==> src/hw/rtl/bcrp_pkg.sv <==
package bcrp_pkg;

  localparam int unsigned RecordBytes = 32;
  localparam int unsigned CrcSpan     = 28;
  localparam int unsigned PosW        = $clog2(RecordBytes);

  localparam logic [31:0] CrcPoly   = 32'hedb8_8320;
  localparam logic [31:0] CrcInit   = 32'hffff_ffff;
  localparam logic [31:0] MagicWord = 32'h4241_4342;
  localparam logic [15:0] InfoMarked = 16'h00ff;

  localparam logic [PosW-1:0] MagicBase = PosW'(4);
  localparam logic [PosW-1:0] MagicLast = PosW'(7);
  localparam logic [PosW-1:0] InfoBase  = PosW'(12);
  localparam logic [PosW-1:0] InfoBase1 = PosW'(14);
  localparam logic [PosW-1:0] CrcFirst  = PosW'(CrcSpan);
  localparam logic [PosW-1:0] LastPos   = PosW'(RecordBytes - 1);

  typedef enum logic [1:0] {
    REG_PATCH_MODE  = 2'd0,
    REG_ACTIVE_SLOT = 2'd1
  } reg_idx_e;

  typedef struct packed {
    logic       patch_mode;
    logic [1:0] active_slot;
  } cfg_t;

  typedef struct packed {
    logic       slot_successful;
    logic [2:0] slot_tries;
    logic [3:0] slot_priority;
    logic       info_slot;
    logic       info_valid;
    logic       magic_valid;
    logic       record_end;
    logic [7:0] patched_byte;
  } res_t;

  // Reflected CRC-32, one byte folded in.
  function automatic logic [31:0] crc_byte(logic [31:0] c, logic [7:0] b);
    logic [31:0] r;
    r = c ^ {24'h0, b};
    for (int k = 0; k < 8; k++) begin
      r = (r >> 1) ^ (r[0] ? CrcPoly : 32'h0);
    end
    return r;
  endfunction

endpackage

==> src/hw/rtl/boot_control_record_patcher.sv <==
// Channel  | Direction | Payload
// s_axis   | in        | tdata[7:0] record_byte, tuser[0] record_start
// m_axis   | out       | tdata patched byte and slot fields, tuser info flags,
//          |           | tlast record_end
// cfg      | in        | cfg_addr_i register index, cfg_data_i value
//
// One byte per cycle sustained while m_axis_tready is high; results are registered.
// The byte CRC is a single unrolled step between the record state and the
// output register. A skid register keeps s_axis_tready high for one stalled
// result; a second stalled result drops tready. Reset clears position and magic
// flag, presets CRC, empties both output stages; the cfg channel is always ready.
module boot_control_record_patcher import bcrp_pkg::*; (
  input  logic        clk_i,
  input  logic        rst_ni,
  input  logic [7:0]  s_axis_tdata,   // [7:0] record_byte
  input  logic        s_axis_tuser,   // [0] record_start
  input  logic        s_axis_tvalid,
  output logic        s_axis_tready,
  output logic [23:0] m_axis_tdata,   // [7:0] patched_byte, [8] magic_valid,
                                      // [12:9] slot_priority, [15:13] slot_tries,
                                      // [16] slot_successful, [23:17] zero
  output logic [1:0]  m_axis_tuser,   // [0] info_valid, [1] info_slot
  output logic        m_axis_tlast,   // record_end
  output logic        m_axis_tvalid,
  input  logic        m_axis_tready,
  input  logic        cfg_valid_i,
  output logic        cfg_ready_o,
  input  logic [1:0]  cfg_addr_i,
  input  logic [1:0]  cfg_data_i
);

  cfg_t cfg_q;
  res_t res;
  res_t out_q, skid_q;
  logic out_valid_q, skid_valid_q;
  logic accept;

  assign cfg_ready_o   = 1'b1;
  assign s_axis_tready = !skid_valid_q;
  assign accept        = s_axis_tvalid && s_axis_tready;

  always_ff @(posedge clk_i or negedge rst_ni) begin
    if (!rst_ni) begin
      cfg_q.patch_mode  <= 1'b1;
      cfg_q.active_slot <= 2'd0;
    end else if (cfg_valid_i) begin
      unique case (cfg_addr_i)
        REG_PATCH_MODE:  cfg_q.patch_mode  <= cfg_data_i[0];
        REG_ACTIVE_SLOT: cfg_q.active_slot <= cfg_data_i;
        default: ;
      endcase
    end
  end

  bcrp_datapath u_datapath (
    .clk_i    (clk_i),
    .rst_ni   (rst_ni),
    .accept_i (accept),
    .byte_i   (s_axis_tdata),
    .start_i  (s_axis_tuser),
    .cfg_i    (cfg_q),
    .res_o    (res)
  );

  always_ff @(posedge clk_i or negedge rst_ni) begin
    if (!rst_ni) begin
      out_valid_q  <= 1'b0;
      skid_valid_q <= 1'b0;
    end else if (!out_valid_q || m_axis_tready) begin
      // Output stage drains: refill from skid first, else from the new transfer.
      if (skid_valid_q) begin
        out_valid_q  <= 1'b1;
        skid_valid_q <= 1'b0;
      end else begin
        out_valid_q <= accept;
      end
    end else if (accept) begin
      skid_valid_q <= 1'b1;
    end
  end

  always_ff @(posedge clk_i) begin
    if (!out_valid_q || m_axis_tready) begin
      out_q <= skid_valid_q ? skid_q : res;
    end else if (accept) begin
      skid_q <= res;
    end
  end

  assign m_axis_tvalid = out_valid_q;
  assign m_axis_tlast  = out_q.record_end;
  assign m_axis_tuser  = {out_q.info_slot, out_q.info_valid};
  assign m_axis_tdata  = {7'h00, out_q.slot_successful, out_q.slot_tries,
                          out_q.slot_priority, out_q.magic_valid, out_q.patched_byte};

endmodule

==> src/hw/rtl/bcrp_datapath.sv <==
module bcrp_datapath import bcrp_pkg::*; (
  input  logic       clk_i,
  input  logic       rst_ni,
  input  logic       accept_i,
  input  logic [7:0] byte_i,
  input  logic       start_i,
  input  cfg_t       cfg_i,
  output res_t       res_o
);

  logic [PosW-1:0] pos_q, pos_d;
  logic [31:0]     crc_q, crc_d;
  logic            magic_q, magic_d;

  logic [PosW-1:0] pos;
  logic [PosW-1:0] slot_lo;
  logic [31:0]     crc_base;
  logic [31:0]     crc_fin;
  logic            magic_base;
  logic [7:0]      want;
  logic            patch;
  logic [7:0]      o;
  logic            info_hit;

  always_comb begin
    pos        = start_i ? '0 : pos_q;
    crc_base   = (pos == '0) ? CrcInit : crc_q;
    magic_base = (pos == '0) ? 1'b0 : magic_q;
    want       = MagicWord[{pos[1:0], 3'b000} +: 8];
    slot_lo    = InfoBase + (PosW'(cfg_i.active_slot) << 1);

    magic_d = magic_base;
    if (pos >= MagicBase && pos <= MagicLast) begin
      if (pos == MagicBase) begin
        magic_d = (byte_i == want);
      end else begin
        magic_d = magic_base && (byte_i == want);
      end
    end

    patch = cfg_i.patch_mode && magic_d && (pos >= MagicLast);

    o = byte_i;
    if (patch && pos == slot_lo) begin
      o = InfoMarked[7:0];
    end else if (patch && pos == slot_lo + PosW'(1)) begin
      o = InfoMarked[15:8];
    end

    crc_fin = ~crc_base;
    crc_d   = crc_base;
    if (pos < CrcFirst) begin
      crc_d = crc_byte(crc_base, o);
    end else if (patch) begin
      o = crc_fin[{pos[1:0], 3'b000} +: 8];
    end

    pos_d    = pos + PosW'(1);
    info_hit = (pos == InfoBase) || (pos == InfoBase1);

    res_o.patched_byte    = o;
    res_o.record_end      = (pos == LastPos);
    res_o.magic_valid     = magic_d && (pos >= MagicLast);
    res_o.info_valid      = info_hit;
    res_o.info_slot       = info_hit && (pos == InfoBase1);
    res_o.slot_priority   = info_hit ? byte_i[3:0] : 4'h0;
    res_o.slot_tries      = info_hit ? byte_i[6:4] : 3'h0;
    res_o.slot_successful = info_hit && byte_i[7];
  end

  // Advance record state on each input transfer only.
  always_ff @(posedge clk_i or negedge rst_ni) begin
    if (!rst_ni) begin
      pos_q   <= '0;
      crc_q   <= CrcInit;
      magic_q <= 1'b0;
    end else if (accept_i) begin
      pos_q   <= pos_d;
      crc_q   <= crc_d;
      magic_q <= magic_d;
    end
  end

endmodule

==> config.mk <==
export PLATFORM = sky130hd
export DESIGN_NAME = boot_control_record_patcher
export DESIGN_NICKNAME = d
export VERILOG_FILES = /design/src/hw/rtl/bcrp_pkg.sv /design/src/hw/rtl/boot_control_record_patcher.sv /design/src/hw/rtl/bcrp_datapath.sv
export SDC_FILE = /design/constraint.sdc
export NUM_CORES = 1
export LEC_CHECK = 0
export ABC_AREA = 1
export BUFFER_PORTS_ARGS = -buffer_cell sky130_fd_sc_hd__buf_4
export CAP_MARGIN = 40
export CORE_ASPECT_RATIO = 0.6
export CORE_MARGIN = 5
export CORE_UTILIZATION = 30
export CTS_CLUSTER_SIZE = 20
export DETAILED_ROUTE_END_ITERATION = 6
export PLACE_DENSITY = 0.45
export SYNTH_ARGS = -nofsm -noshare
export SYNTH_HDL_FRONTEND = slang
export SYNTH_SLANG_ARGS = --single-unit
export TNS_END_PERCENT = 100
==> constraint.sdc <==
create_clock -name clk_i -period 2.92 [get_ports clk_i]
set_clock_uncertainty 0.2 [all_clocks]
set_input_delay 0.876 -clock clk_i [delete_from_list [all_inputs] [get_ports clk_i]]
set_output_delay 0.876 -clock clk_i [all_outputs]
set_load 0.02 [all_outputs]
==> run metrics, run 1 <==
total via count after detailed routing=5745; net total in the final layout=961; number of clock sinks=83; maximum number of pins on one net before global-route repair=64; complex-gate fraction of the synthesized area=11.5%; utilization after layout=47.1%; Finish-stage setup viols=30; # port buffers=39; number of DRC markers in iteration 0=400; effective utilization at floorplan=30.6%; area of placed instances=6950 um^2; summed instance area of the synthesized netlist=5550 um^2; combined buffer and inverter count along the critical path=4; combined global-route utilization of all metal layers=19.2%; Std-Cell Rows=38; area share of xor/xnor cells in the synthesized design=3.88%; number of CTS-inserted buffers=9; post-synthesis sequential element count=83; Post-synth top flop=edfxtp_1; total power divided by cell area=763 nW/um^2; count of non-filler cells in the finished layout=1187; RSZ-0062 raised after global routing=true; post-route cell area=8530 um^2; die footprint=21400 um^2; CP Capture Type=flip-flop; data arrival time of the critical path=3.21 ns; Slew @ Worst Pin=0.619 ns; dominant combinational cell family by area after synthesis=simple AND/OR/NAND/NOR gates; violated checks=setup timing; initial antenna violation count=0; Clock transition at path regs=0.07 ns; proportion of synthesized chip area in sequential cells=41.8%; routability congestion estimate from global placement=0.881; count of placed standard cells including taps=1133; critical path required time=2.99 ns; Top-Level Pins=48; count of pins over their slew limit=0; layout cell share with drive strength beyond 1=46.4%; average footprint of a synthesized cell=7.25 um^2; ordered cell list for the critical path=buf_12 > nor2_4 > nand2_4 > inv_2 > nand2_1 > nand3_2 > buf_4 > nand4_4 > buf_12 > o21ai_4 > nand3_2 > nand2_8 > nand2_2 > nand2_4 > xor2_4 > nand2_1 > nand2_1 > nor2_1 > o21ai_1; post-route DRC violation count=0; maximum level of the CTS H-tree=3; fraction of the mapped netlist area in adder cells=0.225%; root cell of the clock tree=clkbuf_16; count of antenna diodes in the layout=0; detailed-placement wirelength estimate=14800 um; filler cell count=1778; number of enable-type register cells in the synthesized netlist=40; Slowest cell on crit path=o21ai_4; floorplan die height=115 um; total negative slack=-4.99 ns; worst slew margin relative to its limit=58.7%; clock latency on the worst-skew pair=0.35 ns; ys async rst share=51.8%; Max-cap violations=0; type of the tightest min-delay check=flip-flop to flip-flop; cell repeated most along the worst path=nand2_1; Yosys warning total=0; number of hold violations in the final report=0; gr ovfl total=0; share of the clock period used by the worst path after layout=108%; largest fanout on the critical path=7; Total Routed Length=20300 um; maximum buffer depth of the clock tree=2; startpoint class of the critical path=primary input; Final Critical Period=3.15 ns; number of standard cells after synthesis=766; least setup slack across all paths after layout=-0.229 ns; dominant delay contributor by cell family on the critical path=simple AND/OR/NAND/NOR gates; maximum vdd ir drop=0.317 mV; standby leakage power=4.00 nW; number of hold buffers added after cts=0; Synth Area in Simple Gates=34.0%; critical path type=primary input to flip-flop; crit-path max cell delay=0.19 ns; highest attainable clock frequency=318 MHz; Vias per Instance=4.84; Chip Width=186 um; CORE AREA=18100 um^2; mux share of post-synthesis cell area=0.203%; status=finished with violations; Cell variety after synth=45; synth-to-layout area growth=53.6%; router iterations before antenna repair=5; number of global-route vias before repair=5520; final hold slack=0.270 ns; CTS tree=done; first-pass GRT wire length=31400 um; routed length per instance=17.1 um; number of nets with antenna violations after detailed routing=0
report_power, final:
part	internal [mW]	switching, mW	total (mW)
registers	1.65	0.196	1.84
clock network	0.594	0.550	1.14
logic	1.47	2.05	3.52
repair_timing:
action,CTS,global route
resized for setup,158,77
hold endpoints to repair,0,0
cloned,1,0
endpoints found under the setup margin,41,39
pin swaps,66,42
buffers inserted,27,10
kinds of logic after synthesis:
| group | after synthesis |
|---|---|
| DFF | 83 |
| AOI/OAI and AO/OA | 110 |
| buffers and inverters | 111 |
| muxes | 1 |
| and+or+nand+nor | 436 |
| adders and majority gates | 1 |
| xor gates and xnor gates | 22 |
| other | 2 |
state kept, by name, summed over array words and instances (netlist names):
| name | flops |
|---|---|
| skid_q | 20 |
| u_datapath.pos_q | 5 |
| m_axis_tlast | 1 |
| u_datapath.magic_q | 1 |
| m_axis_tvalid | 1 |
| m_axis_tdata | 17 |
| cfg_q | 3 |
| skid_valid_q | 1 |
| m_axis_tuser | 2 |
| u_datapath.crc_q | 32 |
layer usage:
| layer | track usage (%) | wire, um |
|---|---|---|
| met3 | 2.69 | 1040 |
| met2 | 26.4 | 8180 |
| met4 | 4.22 | 257 |
| met5 | 0 | 0 |
| met1 | 31.2 | 10800 |
final timing paths:
path                            depth (start not counted)                 start  slack (ns)                    to
worst max-delay path                                   19          s_axis_tuser       -0.23  u_datapath.crc_q[14]
worst min-delay path                                    2  u_datapath.crc_q[21]        0.27  u_datapath.crc_q[21]
worst max register to register                         18   u_datapath.pos_q[1]       -0.11  u_datapath.crc_q[14]
worst min register to register                          2  u_datapath.crc_q[21]        0.27  u_datapath.crc_q[21]
max in group asynchronous                               1                rst_ni        1.75    u_datapath.magic_q
min in group asynchronous                               1                rst_ni        0.35              cfg_q[0]
placed cells by master, fill, tap and decap left out, types with 9 or more instances in the layout:
master,instances
a21oi_1,10
nor2_2,11
nand3_2,23
nand2_2,45
dfrtp_1,10
o21ai_0,34
inv_1,60
nand2_1,181
edfxtp_1,40
xor2_1,10
nand2_8,9
buf_6,15
nor2_1,74
clkbuf_16,9
o21ai_1,17
inv_2,13
nand2_4,39
a21oi_2,9
nand3_1,25
dfstp_2,33
buf_4,167
a31oi_1,12
metrics by stage:
stage,setup WS (ns),power [mW]
after global placement,-0.874,4.46
final,-0.229,6.51
after CTS,-0.183,6.19
after detailed placement,-0.867,4.48
after floorplan,-0.0765,3.38
after global routing,-0.386,6.91
worst register-to-register path: cells and delay by family (launching register included):
| family | cells | cell delay (ns) |
|---|---|---|
| buf+inv | 2 | 0.31 |
| simple gates | 13 | 1.36 |
| xor+xnor | 1 | 0.19 |
| flops | 1 | 0.52 |
| compound gates | 2 | 0.36 |
synthesized netlist by cell type, types with 5 or more instances:
cell type / n / area (um^2)
a21oi_1: 20 / 100
a31oi_1: 13 / 81.3
buf_4: 9 / 67.6
clkbuf_1: 16 / 60.1
dfrtp_1: 10 / 250
dfstp_2: 33 / 867
edfxtp_1: 40 / 1200
inv_1: 64 / 240
inv_2: 11 / 41.3
nand2_1: 243 / 912
nand2_2: 28 / 175
nand3_1: 50 / 250
nor2_1: 87 / 327
nor3_1: 8 / 40.0
o21ai_0: 46 / 230
o21ai_1: 9 / 45.0
or2_2: 5 / 31.3
xor2_1: 18 / 158
final cells by class:
class                      instances  area [um^2]  share of cell area [%]
clock buffer                       9          225                    2.64
inverter                          80          324                    3.80
multi-input combinational        578         3710                    43.6
sequential                        83         2320                    27.2
timing repair buffer             190         1590                    18.6
tap                              240          300                    3.52
clock inverter                     7         57.6                   0.675
Power figures use the tool's default switching activity.
==> run 2, diff against run 1 <==
clock period = 3.85 ns   (was 2.92 ns; I/O delays follow)
==> run metrics, run 2 (synthesis gave the netlist of run 1 again) <==
Reg area=2320 um^2; # port buffers=39; most flop-heavy register=u_datapath.crc_q; total power divided by cell area=598 nW/um^2; worst slew margin relative to its limit=57.3%; gr ovfl total=0; count of pins over their slew limit=0; met2 capacity usage during global routing=23.5%; routability congestion estimate from global placement=0.936; layout cell share with drive strength beyond 1=28.3%; startpoint class of the critical path=primary input; Vias per Instance=4.83; number of nets with antenna violations after detailed routing=0; GR Layer Usage met3=3.00%; switching share of power=41.9%; slack of the worst reg-to-reg path=0.48 ns; met1 Track Usage GR=29.2%; combinational share of power=45.8%; clock latency on the worst-skew pair=0.35 ns; highest attainable clock frequency=276 MHz; number of hold buffers added after cts=0; initial antenna violation count=0; post-layout total power=4.21 mW; Clock transition at path regs=0.08 ns; Final Critical Period=3.63 ns; data arrival time of the critical path=3.71 ns; number of hold violations in the final report=0; maximum number of pins on one net before global-route repair=44; post-route cell area=7040 um^2; commonest non-fill, non-tap cell in the layout=nand2_1; number of CTS-inserted buffers=9; Top-Level Pins=48; layer with the highest usage after global routing=met1; standby leakage power=3.37 nW; total via count after detailed routing=5434; filler cell count=1899; floorplan die height=115 um; Finish-stage setup viols=0; net total in the final layout=898; leading cell types in the layout, fill and taps excluded=nand2_1, buf_4, nor2_1; detailed-placement wirelength estimate=14400 um; type of the tightest min-delay check=flip-flop to flip-flop; CP Capture Type=flip-flop; flip-flop count of the largest register after layout=32; power share of the sequential group=33.0%; router iterations before antenna repair=6; CTS tree=done; maximum vdd ir drop=0.245 mV; Chip Width=186 um; status=finished clean; root cell of the clock tree=clkbuf_16; Slew @ Worst Pin=0.641 ns; die footprint=21400 um^2; P_sw=1.76 mW; effective utilization at floorplan=30.6%; Std-Cell Rows=38; critical path required time=3.93 ns; combined global-route utilization of all metal layers=17.6%; number of clock sinks=83; maximum buffer depth of the clock tree=2; post-route DRC violation count=0; routed length per instance=16.5 um; Max-cap violations=0; synth-to-layout area growth=26.8%; share of the clock period used by the worst path after layout=94.2%; largest fanout on the critical path=7; Total Routed Length=18600 um; number of DRC markers in iteration 0=462; CORE AREA=18100 um^2; count of antenna diodes in the layout=0; maximum level of the CTS H-tree=3; critical path type=primary input to flip-flop; Internal Pwr Total=2.44 mW; area of placed instances=6680 um^2; area used by multi-input combinational logic=2840 um^2; part of the power in the clock network=21.2%; first-pass GRT wire length=28900 um; number of global-route vias before repair=5039
run 2: cell types whose count changed in the layout (fill, tap and decap cells not counted), sizes merged:
cell    previous run  this run
buf              190       127
clkbuf             9        10
inv               81        80
run 2: area by class of cell:
cell class | instances | area share, %
Sequential cell | 83 | 32.9
Inverter | 80 | 4.30
Clock inverter | 6 | 0.782
Clock buffer | 10 | 3.40
Multi-Input combinational cell | 578 | 40.4
Tap cell | 240 | 4.27
Timing Repair Buffer | 127 | 13.9
run 2: per-layer routing:
layer  vias to the layer above  wire, um
met5                         -         0
met4                         0       150
met3                        10      1360
met2                       177      7040
met1                      2556     10000
li1                       2691         -
run 2: worst paths after layout:
path,start,to,depth (start not counted)
worst max-delay path,s_axis_tuser,u_datapath.crc_q[21],23
worst min-delay path,u_datapath.crc_q[2],u_datapath.crc_q[2],2
worst max register to register,u_datapath.pos_q[0],u_datapath.crc_q[24],22
worst min register to register,u_datapath.crc_q[2],u_datapath.crc_q[2],2
max in group asynchronous,rst_ni,u_datapath.magic_q,1
min in group asynchronous,rst_ni,skid_valid_q,1
run 2: per-stage QoR:
step / setup TNS [ns] / cells / setup slack [ns] / util, % / hold slack, ns
6_report: 0 / 1124 / 0.222 / 38.8 / 0.270
5_1_grt: -0.000786 / 1124 / -0.000623 / 38.8 / 0.288
4_1_cts: 0 / 1122 / 0.173 / 38.5 / 0.271
3_5_place_dp: -2.25 / 1106 / -0.186 / 36.9 / 0.258
3_3_place_gp: -1.98 / 1106 / -0.204 / 36.9 / 0.258
2_1_floorplan: 0 / 772 / 0.468 / - / 0.245
run 2: worst max-delay path, cell delays in order:
cell      delay (ns)
buf_4           0.14
inv_2           0.12
nand2_1         0.10
nand2_2         0.14
inv_4           0.06
nand3_2         0.08
nand2_1         0.06
nand2_1         0.14
nand4_4         0.20
nor2_4          0.22
inv_2           0.06
nand2_1         0.10
nand3_1         0.09
nand2_2         0.13
nand2_1         0.07
nand2_2         0.18
inv_2           0.13
nand2_1         0.10
nand2_1         0.05
o21ai_0         0.06
nand2_1         0.12
o21bai_1        0.14
nand2_1         0.06
run 2: power by group through the flow:
stage               clock [mW]  sequential (mW)  combinational, mW
global placement             0             1.39               1.87
CTS                      0.912             1.39               1.89
detailed placement           0             1.40               1.88
global route             0.953             1.41               2.14
floorplan                    0             1.37               1.17
finish                   0.891             1.39               1.93
run 2: repair_timing:
| action | in CTS | in global routing |
|---|---|---|
| endpoints found under the setup margin | 0 | 15 |
| setup buffers | 0 | 2 |
| resized for setup | 0 | 11 |
